File: src/rtl/core/rcms_pkg.sv
package rcms_pkg;

	localparam int CNT_W = 21;
	localparam int SUM_W = 42;
	localparam int NV_W  = 32;
	localparam int TAG_W = 31;
	localparam int ANS_W = 41;

	localparam logic [1:0] CMD_CHMIN = 2'd0;
	localparam logic [1:0] CMD_MAXQ  = 2'd1;
	localparam logic [1:0] CMD_SUMQ  = 2'd2;
	localparam logic [1:0] CMD_LOAD  = 2'd3;

	typedef struct packed {
		logic signed [NV_W-1:0] mx;
		logic signed [NV_W-1:0] sec;
		logic [CNT_W-1:0]       cnt;
		logic [SUM_W-1:0]       sum;
		logic                   tag_v;
		logic [TAG_W-1:0]       tag;
	} node_t;

	localparam node_t NODE_RESET = '{
		mx: -32'sd1,
		sec: -32'sd1,
		cnt: '0,
		sum: '0,
		tag_v: 1'b0,
		tag: '0
	};

endpackage

File: src/rtl/core/rcms_cap.sv
module rcms_cap (
	input  logic                       clk,
	input  rcms_pkg::node_t            node_i,
	input  logic [rcms_pkg::TAG_W-1:0] x_i,
	output rcms_pkg::node_t            node_o
);
	import rcms_pkg::*;

	logic [NV_W-1:0]       diff;
	logic [CNT_W+NV_W-1:0] prod_s1;
	node_t                 node_s1;
	logic [TAG_W-1:0]      x_s1;

	assign diff = node_i.mx - $signed({1'b0, x_i});

	always_ff @(posedge clk) begin
		prod_s1 <= (CNT_W+NV_W)'(node_i.cnt) * (CNT_W+NV_W)'(diff);
		node_s1 <= node_i;
		x_s1 <= x_i;
	end

	always_comb begin
		node_o = node_s1;
		node_o.sum = node_s1.sum - prod_s1[SUM_W-1:0];
		node_o.mx = $signed({1'b0, x_s1});
		node_o.tag_v = 1'b1;
		node_o.tag = x_s1;
	end

endmodule

File: config.mk
export PLATFORM = sky130hd
export DESIGN_NAME = rcms_cap
export DESIGN_NICKNAME = d
export VERILOG_FILES = /design/src/rtl/core/rcms_pkg.sv /design/src/rtl/core/rcms_cap.sv
export SDC_FILE = /design/constraint.sdc
export NUM_CORES = 2
export LEC_CHECK = 0
export ABC_AREA = 1
export BUFFER_PORTS_ARGS = -buffer_cell sky130_fd_sc_hd__buf_2
export CAP_MARGIN = 20
export CORE_MARGIN = 10
export CORE_UTILIZATION = 55
export DETAILED_ROUTE_END_ITERATION = 6
export HOLD_SLACK_MARGIN = 0.1
export PLACE_DENSITY = 0.79
export SLEW_MARGIN = 20
export SYNTH_ARGS = -nofsm -noshare
export SYNTH_HDL_FRONTEND = slang
export SYNTH_SLANG_ARGS = --single-unit
export TNS_END_PERCENT = 20
File: constraint.sdc
create_clock -name clk -period 9 [get_ports clk]
set_clock_uncertainty 0.15 [all_clocks]
set_input_delay 0 -clock clk [delete_from_list [all_inputs] [get_ports clk]]
set_output_delay 0 -clock clk [all_outputs]
set_load 0.1 [all_outputs]
==> flow_summary.json <==
{
  "ctsResizeCount": 0,
  "final_antenna_net_count": 0,
  "cts_root_buf": "clkbuf_16",
  "synthArstFlopShare_pct": 0,
  "final_nets": 4689,
  "netlist_instances": 3362,
  "area_growth_pct": 17.38,
  "hpwl_um": 61380,
  "routed_wl_um": 77670,
  "first_pass_iters": 7,
  "postSynthAreaPerCell_um2": 8.041,
  "die_y_um": 241.7,
  "worstSetupStartpoint": "node_i[127]",
  "synthFlopType": "dfxtp_1",
  "utilization_pct": 65.09,
  "dp_slack_ps": 794.0,
  "wl_per_cell_um": 17.31,
  "grt_max_degree": 31,
  "core_um2": 48750,
  "clock_path_buffers": 2,
  "syn_area_um2": 27030,
  "drv_slew": 0,
  "fin_crit_ps": 8377,
  "setup_violations": 0,
  "grt_pass1_wl_um": 127900,
  "numCtsBuffers": 17,
  "cp_max_fo": 12,
  "synth_fp_nets": 4249,
  "yosysWarnings": 0,
  "drc": 0,
  "synthDistinctLibCells": 50,
  "antenna_found_initial": 9,
  "hold_violations": 0,
  "die_w_um": 241.7,
  "worst_slew_pin_slew_ps": 1008,
  "grt_use_total_pct": 27.39,
  "cts_tree": "yes",
  "seq_area_frac_synth_pct": 12.44,
  "finalSetupTns_ps": 0,
  "final_cell_mix": "inv_1 (820), nand2_1 (541), fa_1 (517)",
  "initial_core_util_pct": 55.45,
  "worstHoldPathType": "in -> reg",
  "grt.overflow.total": 0,
  "arrival_ps": 8610,
  "nFillCells": 3979,
  "ys_seq_elements": 168,
  "grt_pass1_vias": 25292,
  "holdWs_ps": 220.8,
  "min_from": "node_i[94]",
  "path_class": "in -> reg",
  "fin_ws_ps": 622.5,
  "rsz0062_at_grt": "no",
  "drt_iter0_drc": 1925,
  "max_stage_delay_ps": 590,
  "cts_sinks": 168,
  "post-route-period-util_pct": 93.08,
  "fmax_ghz": 0.1194,
  "fp-row-count": 81,
  "ios": 350,
  "start_kind": "primary input",
  "via_count": 23512,
  "relSlewSlack_pct": 32.76,
  "synth-edff-count": 0,
  "cts_htree_levels": 4,
  "cpMostUsedCell": "inv_1",
  "crit_end": "prod_s1[41]",
  "mostFrequentLayoutCell": "inv_1",
  "vias_per_cell": 5.241,
  "io_buffer_count": 315,
  "die-area_um2": 58420,
  "worstPathRequired_ps": 9230,
  "end_kind": "flop",
  "path_clk_slew_ps": 60,
  "maxCapViolCount": 0,
  "place_congestion": 0.9674,
  "slowest_stage": "fa_1",
  "status": "finished, final reports clean",
  "drive_gt1_share_pct": 12.04
}
[logic make-up after synthesis]
group           after synthesis  share of synthesized area (%)
compound gates              249                          5.448
xor+xnor                    104                          3.467
fa+ha+maj                   696                          46.57
buf+inv                    1007                          15.22
flops                       168                          12.44
other cells                   2                        0.02778
simple gates               1136                          16.82
[cell usage after synthesis (all sizes together), types with 3 or more instances]
cell / instances / area, um^2
o21ai: 50 / 269.0
nand3b: 4 / 30.03
o21a: 15 / 112.6
nor2: 482 / 1837
clkbuf: 70 / 262.8
a21oi: 141 / 758.2
nand2: 564 / 2180
xnor2: 42 / 386.6
a221oi: 3 / 26.28
xor2: 62 / 550.5
inv: 833 / 3127
nand4: 9 / 56.30
o211ai: 3 / 22.52
buf: 97 / 698.2
ha: 179 / 2240
nor3: 8 / 45.04
nor4: 4 / 25.02
clkinv: 7 / 26.28
nand3: 61 / 350.3
dfxtp: 168 / 3363
o31ai: 3 / 22.52
fa: 517 / 10350
a31oi: 15 / 93.84
o21bai: 7 / 67.57
a21o: 4 / 30.03
or2: 4 / 25.02
[registers in the layout (all words and copies together) (netlist names)]
register  flops
prod_s1      42
node_s1      42
node_o       53
x_s1         31
[worst max-delay path: cells and delay by family]
family	cells	cell delay, ps
fa+ha+maj	10	4530
buf+inv	12	1650
xor+xnor	2	250
simple gates	12	1640
compound gates	3	540
[per-stage QoR]
stage	instance area, um^2	cells
after global placement	28760	4212
after detailed placement	28760	4212
final	31730	4486
after CTS	31710	4477
after global routing	31720	4483
after floorplan	27030	3362
[cell type report]
class | count | area, um^2 | share of cell area [%]
Clock buffer | 19 | 452.9 | 1.427
Inverter | 840 | 3153 | 9.937
Sequential cell | 168 | 3363 | 10.60
Multi-Input combinational cell | 2187 | 19560 | 61.63
Timing Repair Buffer | 588 | 4214 | 13.28
Tap cell | 664 | 830.8 | 2.618
Antenna cell | 9 | 22.52 | 0.07098
Clock inverter | 11 | 137.6 | 0.4338
[repair_timing]
action / CTS / global route
hold endpoints to repair: 127 / 0
hold buffers: 235 / 0
setup buffers: 0 / 0
[per-layer routing]
layer  wire (um)  global-route usage, %  part of all wire [%]
met1       26680                  29.74                    34
met2       39770                  48.60                    51
met3        6502                  5.996                   8.4
met4        4688                  15.85                   6.0
met5          33                      0                 0.042
[worst min-delay path by stage]
stage	depth (start not counted)	slack [ps]	endpoint
after floorplan	0	-120	node_o[100]
after global placement	1	-50	node_s1[62]
after detailed placement	1	-50	node_s1[71]
after CTS	2	150	node_o[93]
after global routing	2	190	node_o[93]
final	2	220	node_o[94]
Power is left out: the tool's default activity adds up to more than one toggle a clock period on the data nets, which glitch-free logic cannot reach.
