**src/rtl/core/rcms_pkg.sv**
```systemverilog
package rcms_pkg;

	localparam int CNT_W = 21;
	localparam int SUM_W = 42;
	localparam int NV_W  = 32;
	localparam int TAG_W = 31;
	localparam int ANS_W = 41;

	localparam logic [1:0] CMD_CHMIN = 2'd0;
	localparam logic [1:0] CMD_MAXQ  = 2'd1;
	localparam logic [1:0] CMD_SUMQ  = 2'd2;
	localparam logic [1:0] CMD_LOAD  = 2'd3;

	typedef struct packed {
		logic signed [NV_W-1:0] mx;
		logic signed [NV_W-1:0] sec;
		logic [CNT_W-1:0]       cnt;
		logic [SUM_W-1:0]       sum;
		logic                   tag_v;
		logic [TAG_W-1:0]       tag;
	} node_t;

	localparam node_t NODE_RESET = '{
		mx: -32'sd1,
		sec: -32'sd1,
		cnt: '0,
		sum: '0,
		tag_v: 1'b0,
		tag: '0
	};

endpackage

```
**src/rtl/core/rcms_pull.sv**
```systemverilog
module rcms_pull (
	input  rcms_pkg::node_t a,
	input  rcms_pkg::node_t b,
	output rcms_pkg::node_t p
);
	import rcms_pkg::*;

	always_comb begin
		p = NODE_RESET;
		p.sum = a.sum + b.sum;
		if (a.mx == b.mx) begin
			p.mx = a.mx;
			p.cnt = a.cnt + b.cnt;
			p.sec = (a.sec > b.sec) ? a.sec : b.sec;
		end else if (a.mx < b.mx) begin
			p.mx = b.mx;
			p.cnt = b.cnt;
			p.sec = (b.sec > a.mx) ? b.sec : a.mx;
		end else begin
			p.mx = a.mx;
			p.cnt = a.cnt;
			p.sec = (b.mx > a.sec) ? b.mx : a.sec;
		end
	end

endmodule

```
**config.mk**
```make
export PLATFORM = sky130hd
export DESIGN_NAME = rcms_pull
export DESIGN_NICKNAME = d
export VERILOG_FILES = /design/src/rtl/core/rcms_pkg.sv /design/src/rtl/core/rcms_pull.sv
export SDC_FILE = /design/constraint.sdc
export NUM_CORES = 1
export LEC_CHECK = 0
export BUFFER_PORTS_ARGS = -buffer_cell sky130_fd_sc_hd__buf_2
export CORE_AREA = 4 4 185 187
export DETAILED_ROUTE_END_ITERATION = 8
export DIE_AREA = 0 0 189 191
export SLEW_MARGIN = 20
export SYNTH_ARGS = -nofsm -noshare
export SYNTH_HDL_FRONTEND = slang
export SYNTH_SLANG_ARGS = --single-unit
```
**constraint.sdc**
```tcl
create_clock -name vclk -period 9.4
set_input_delay 1.88 -clock vclk [all_inputs]
set_output_delay 1.88 -clock vclk [all_outputs]
set_load 0.01 [all_outputs]
```
==> out/qor.yml, run 1 <==
regArea_um2: 0
status: "complete, no violations"
critPathBufInv: 5
postCtsHoldBufs: 0
syn_area_um2: 10000
max_slew_margin_pct: 34.55
grt_pass1_vias: 12030
synth.area.top_cells: "ha_1 24%, a21oi_1 5.7%, a21o_1 5.7%"
ant_nets: 0
dpl_cell_area_um2: 12200
final_net_count: 2334
powerDensity_nw_per_um2: 78.21
worst_pin_slew_ns: 0.9818
hold_violations: 0
portBuffers: 381
place_hpwl_um: 35470
crit_type: "in2out"
synth_top_cell_by_area: "ha_1"
syn_inst: 1507
wl_per_cell_um: 19.12
crit_end: "p[126]"
worstPathArrival_ns: 5.87
area_growth_syn_to_layout_pct: 22.03
path_delay_family: "compound AO/OA/AOI/OAI gates"
setup_violations: 0
start_kind: "input port"
place.gp.congestion: 0.9029
min_period_ns: 7.754
nFlopsAndLatches: 0
rows: 66
setup_tns_ns: 0
ys_seq_area_share_pct: 0
antenna_found_initial: 6
finalWorstSetupSlack_ns: 1.646
gr-total-overflow: 0
dieArea_um2: 36100
fin_area_um2: 12210
yosysUniqueCellTypes: 69
grt_pass1_wl_um: 65630
fp.dieW_um: 189
final_util_pct: 37.61
boundaryPins: 477
post-route-period-util_pct: 82.49
drc_errors: 0
firstDrtPassIters: 5
p_leak_nw: 6.376
grt_use_total_pct: 22.13
drt_iter0_drc: 866
post-cts-setup-buffer-count: 0
grt_setup_unrepaired: "no"
cp_slowest_cell: "buf_4"
crit_cells: 13
drv_cap: 0
synth_top_area_share_pct: 23.64
start_util_pct: 30.82
wirelength_um: 43350
critPathMaxFanout: 98
cp_cell_sequence: "buf_2 -> inv_1 -> ha_2 -> buf_4 -> a21oi_1 -> o21ai_2 -> buf_4 -> nor3_1 -> a31oi_4 -> a311o_1 -> a21oi_1 -> a2111oi_2 -> buf_2"
startpoint: "a[158]"
layout-drive-gt1-share_pct: 23.37
clkbuf_count: 0
max_freq_mhz: 129.0
drv_slew: 0
vias: 12380
pre_cts_slack_ns: 1.686
die_h_um: 191
synth_area_per_cell_um2: 6.637
post_cts_resize_count: 0
crit_path_end_kind: "output pin"
grt_max_degree: 99
critical_path_required_ns: 7.52
avgViaCountPerCell: 5.461
ys_warn_count: 0
max_stage_delay_ns: 0.68
ir_drop_mv: 0.03427
min_path_type: "in2out"
core_area_um2: 32450
-- tightest hold or removal path: stages --
cell	delay [ns]
buf_2	0.08
ha_1	0.10
buf_2	0.12
-- final cells by class --
| type | instances | area [um^2] |
|---|---|---|
| repair buffers | 398 | 2047 |
| diodes | 2 | 5.005 |
| inverters | 149 | 559.3 |
| fillers | 3588 | 20250 |
| well taps | 442 | 553.0 |
| multi-input cells | 1276 | 9041 |
-- cells by family (layout without fill, tap and decap cells) --
kind of cell             Yosys count  after routing  share of synthesized area, %
XOR/XNOR                          51             51                         4.466
other                              1             34                       0.03749
buffers and inverters            262            547                         11.40
AND/OR/NAND/NOR                  397            397                         18.88
AO/OA/AOI/OAI                    585            585                         39.17
adder cells (fa/ha/maj)          191            191                         24.04
multiplexers                      20             20                         2.014
-- cell usage in the layout, fill, tap and decap left out, drive strengths merged, types with 4 or more instances in the layout --
cell	synthesis	routed
nand3	46	46
a211o	5	5
ha	189	189
mux2i	19	19
a211oi	77	77
nor2	78	78
o21a	15	15
o21ai	138	138
conb	1	32
o21bai	12	12
a21oi	114	114
a31oi	11	11
and3	8	8
nand4	33	33
o211ai	34	34
nor2b	14	14
xor2	17	17
o31a	37	37
nor3	18	18
a21boi	4	4
nand2b	35	35
xnor2	34	34
o22ai	6	6
inv	149	149
or3	8	8
a31o	4	4
or2	9	9
buf	58	398
a21o	76	76
nand2	135	135
o2bb2ai	30	30
nor4	5	5
-- cell usage after synthesis, types with 2 or more instances --
| cell type | instances |
|---|---|
| o211ai_1 | 34 |
| nand4_1 | 32 |
| nand3_1 | 46 |
| a21boi_0 | 4 |
| a211o_1 | 5 |
| clkbuf_1 | 55 |
| inv_1 | 149 |
| xnor2_1 | 34 |
| mux2i_1 | 19 |
| nor4_1 | 5 |
| or3_1 | 8 |
| nor2b_1 | 14 |
| o21ai_1 | 32 |
| a31oi_1 | 10 |
| or2_2 | 7 |
| o21bai_1 | 12 |
| or4_1 | 2 |
| buf_2 | 20 |
| a211oi_1 | 75 |
| o2bb2ai_1 | 30 |
| o31ai_1 | 2 |
| a211oi_2 | 2 |
| a41oi_1 | 2 |
| a221o_1 | 2 |
| o21a_1 | 15 |
| nand2_1 | 135 |
| buf_4 | 33 |
| nor2_1 | 78 |
| o21ai_0 | 106 |
| a31o_2 | 3 |
| ha_1 | 189 |
| and3_1 | 8 |
| a21oi_1 | 114 |
| buf_1 | 4 |
| o22ai_1 | 5 |
| and2_1 | 3 |
| nand2b_1 | 35 |
| o31a_1 | 37 |
| a21o_1 | 76 |
| nor3_1 | 18 |
| a311o_1 | 2 |
| xor2_1 | 17 |
| fa_1 | 2 |
-- report_power, final --
group          internal [mW]  switching [mW]    total [mW]
Sequential                 0               0             0
Clock           0.0000000285               0  0.0000000285
Combinational          0.386           0.569         0.955
Total                  0.386           0.569         0.955
-- metal layers --
layer  vias up  routed length, um  track usage, %
li1       6122                  -               -
met1      5729              18640           27.76
met2       471              21230           40.91
met3        54               2676           2.502
met4         4                786           4.400
met5         -                 14               0
-- per-stage QoR --
step / std cells / hold WS [ns] / power [mW]
CTS: 2265 / 4.060 / 0.9515
floorplan: 1538 / 3.883 / 0.6057
global route: 2266 / 4.084 / 1.053
detailed placement: 2265 / 4.057 / 0.9473
finish: 2267 / 4.058 / 0.9546
global placement: 2265 / 4.057 / 0.9332
-- worst min path at each step --
stage | startpoint | endpoint | slack [ns] | cells after the start
2_1_floorplan | a[127] | p[127] | 3.88 | 2
3_3_place_gp | b[32] | p[32] | 4.06 | 3
4_1_cts | b[32] | p[32] | 4.06 | 3
5_1_grt | b[32] | p[32] | 4.08 | 3
3_5_place_dp | b[32] | p[32] | 4.06 | 3
6_report | b[32] | p[32] | 4.06 | 3
Power figures use the tool's default switching activity.
==> run 2, diff against run 1 <==
--- a/config.mk
+++ b/config.mk
@@ -6,9 +6,9 @@
 export NUM_CORES = 1
 export LEC_CHECK = 0
 export BUFFER_PORTS_ARGS = -buffer_cell sky130_fd_sc_hd__buf_2
-export CORE_AREA = 4 4 185 187
+export CORE_AREA = 4 4 184 186
 export DETAILED_ROUTE_END_ITERATION = 8
-export DIE_AREA = 0 0 189 191
+export DIE_AREA = 0 0 188 190
 export SLEW_MARGIN = 20
 export SYNTH_ARGS = -nofsm -noshare
 export SYNTH_HDL_FRONTEND = slang
==> constraint.sdc (replaced) <==
create_clock -name vclk -period 6.9
set_input_delay 1.38 -clock vclk [all_inputs]
set_output_delay 1.38 -clock vclk [all_outputs]
set_load 0.01 [all_outputs]
==> out/qor.yml, run 2 (synthesis results as in run 1) <==
status: "complete, no violations"
max_freq_mhz: 157.1
start_kind: "input port"
power_mw: 1.299  # +36%
firstDrtPassIters: 5  # unchanged
drc_errors: 0  # unchanged
place_hpwl_um: 35230  # -0.68%
grt_max_degree: 98  # -1.0%
wirelength_um: 42340  # -2.3%
boundaryPins: 477  # unchanged
vias: 12400  # +0.13%
postCtsHoldBufs: 0  # unchanged
max_slew_margin_pct: 42.04  # +7.5 points
antenna_found_initial: 8  # +2
drv_slew: 0  # unchanged
grt_pass1_wl_um: 64740  # -1.4%
post-cts-setup-buffer-count: 0  # unchanged
die_h_um: 190  # -0.52%
startpoint: "a[112]"
place.gp.congestion: 0.9345  # +3.5%
drt_iter0_drc: 713  # -18%
hold_violations: 0  # unchanged
post_cts_resize_count: 0  # unchanged
final_common_cell: "buf_2"
fin_area_um2: 12270  # +0.52%
drv_cap: 0  # unchanged
clkbuf_count: 0  # unchanged
p_leak_nw: 6.428  # +0.81%
start_util_pct: 30.98  # +0.16 points
rows: 66  # unchanged
min_period_ns: 6.366
grt_use_total_pct: 22.06  # -0.073 points
crit_type: "in2out"
grt_pass1_vias: 11990  # -0.35%
fp.dieW_um: 188  # -0.53%
avgViaCountPerCell: 5.444  # -0.31%
setup_violations: 0  # unchanged
setup_tns_ns: 0  # unchanged
min_path_type: "in2out"
critPathMaxFanout: 17  # -83%
final_net_count: 2346  # +0.51%
holdWs_ns: 3.057  # -1.001 ns
crit_path_end_kind: "output pin"
gr-total-overflow: 0  # unchanged
diodes: 0  # -2
crit_end: "p[108]"
worstPathArrival_ns: 4.99  # -0.88 ns
nFlopsAndLatches: 0  # unchanged
critical_path_required_ns: 5.52  # -2.00 ns
portBuffers: 381  # unchanged
dpl_cell_area_um2: 12270  # +0.56%
wl_per_cell_um: 18.59  # -2.8%
layout_common_cells: "381 x buf_2, 188 x ha_1, 149 x inv_1"
area_growth_syn_to_layout_pct: 22.67
grt_setup_unrepaired: "no"
ant_nets: 0  # unchanged
post-route-period-util_pct: 92.27
worstHoldPathCells: 3  # unchanged
layout-drive-gt1-share_pct: 23.87  # +0.50 points
powerDensity_nw_per_um2: 105.9  # +35%
core_area_um2: 32290  # -0.51%
dieArea_um2: 35720  # -1.0%
worst_pin_slew_ns: 0.8694  # -0.1125 ns
ir_drop_mv: 0.04428  # +29%
regArea_um2: 0  # unchanged
-- run 2: changes by cell type in the layout (fill, tap and decap cells not counted) --
cell and delta:
buf_12 -1, diode_2 -2, a31oi_2 +1, buf_4 +13
a31oi_4 -1
-- run 2: worst min path at each step --
stage | start | to | slack [ns]
floorplan | a[127] | p[127] | 2.88
global placement | b[32] | p[32] | 3.05
detailed placement | b[32] | p[32] | 3.06
CTS | b[32] | p[32] | 3.06
global route | b[32] | p[32] | 3.08
finish | b[32] | p[32] | 3.06
-- run 2: worst max-delay path, cell delays in order --
cell and delay, ns:
buf_2 0.13, inv_1 0.05, ha_1 0.31, a21o_1 0.18
a21o_1 0.17, a21oi_1 0.33, o221ai_1 0.34, o211ai_1 0.30
buf_4 0.30, and2_1 0.19, buf_4 0.24, a211oi_1 0.12
a211oi_1 0.66, buf_2 0.27
-- run 2: cell type report --
cell class                      count  area [um^2]
Timing Repair Buffer              410         2125
Inverter                          149        559.3
Multi-Input combinational cell   1276         9032
Fill cell                        3465        20020
Tap cell                          442        553.0
-- run 2: power breakdown --
| part | switching (mW) | internal, mW | total (mW) |
|---|---|---|---|
| Combinational | 0.767 | 0.532 | 1.30 |
| Clock | 0 | 0 | 0 |
| Sequential | 0 | 0 | 0 |
| Total | 0.767 | 0.532 | 1.30 |
-- run 2: per-stage QoR --
step | setup WS [ns] | util (%) | std cells
after global placement | 0.5326 | 38.00 | 2277
after floorplan | 1.718 | - | 1538
after detailed placement | 0.5332 | 38.00 | 2277
after CTS | 0.5310 | 38.00 | 2277
after global routing | 0.3919 | 38.00 | 2277
final | 0.5336 | 38.00 | 2277
-- run 2: routing by layer --
metal  GRT usage, %  wire (um)
met1          27.62      17860
met4          4.517        970
met3          3.725       3215
met5              0         46
met2          39.83      20240
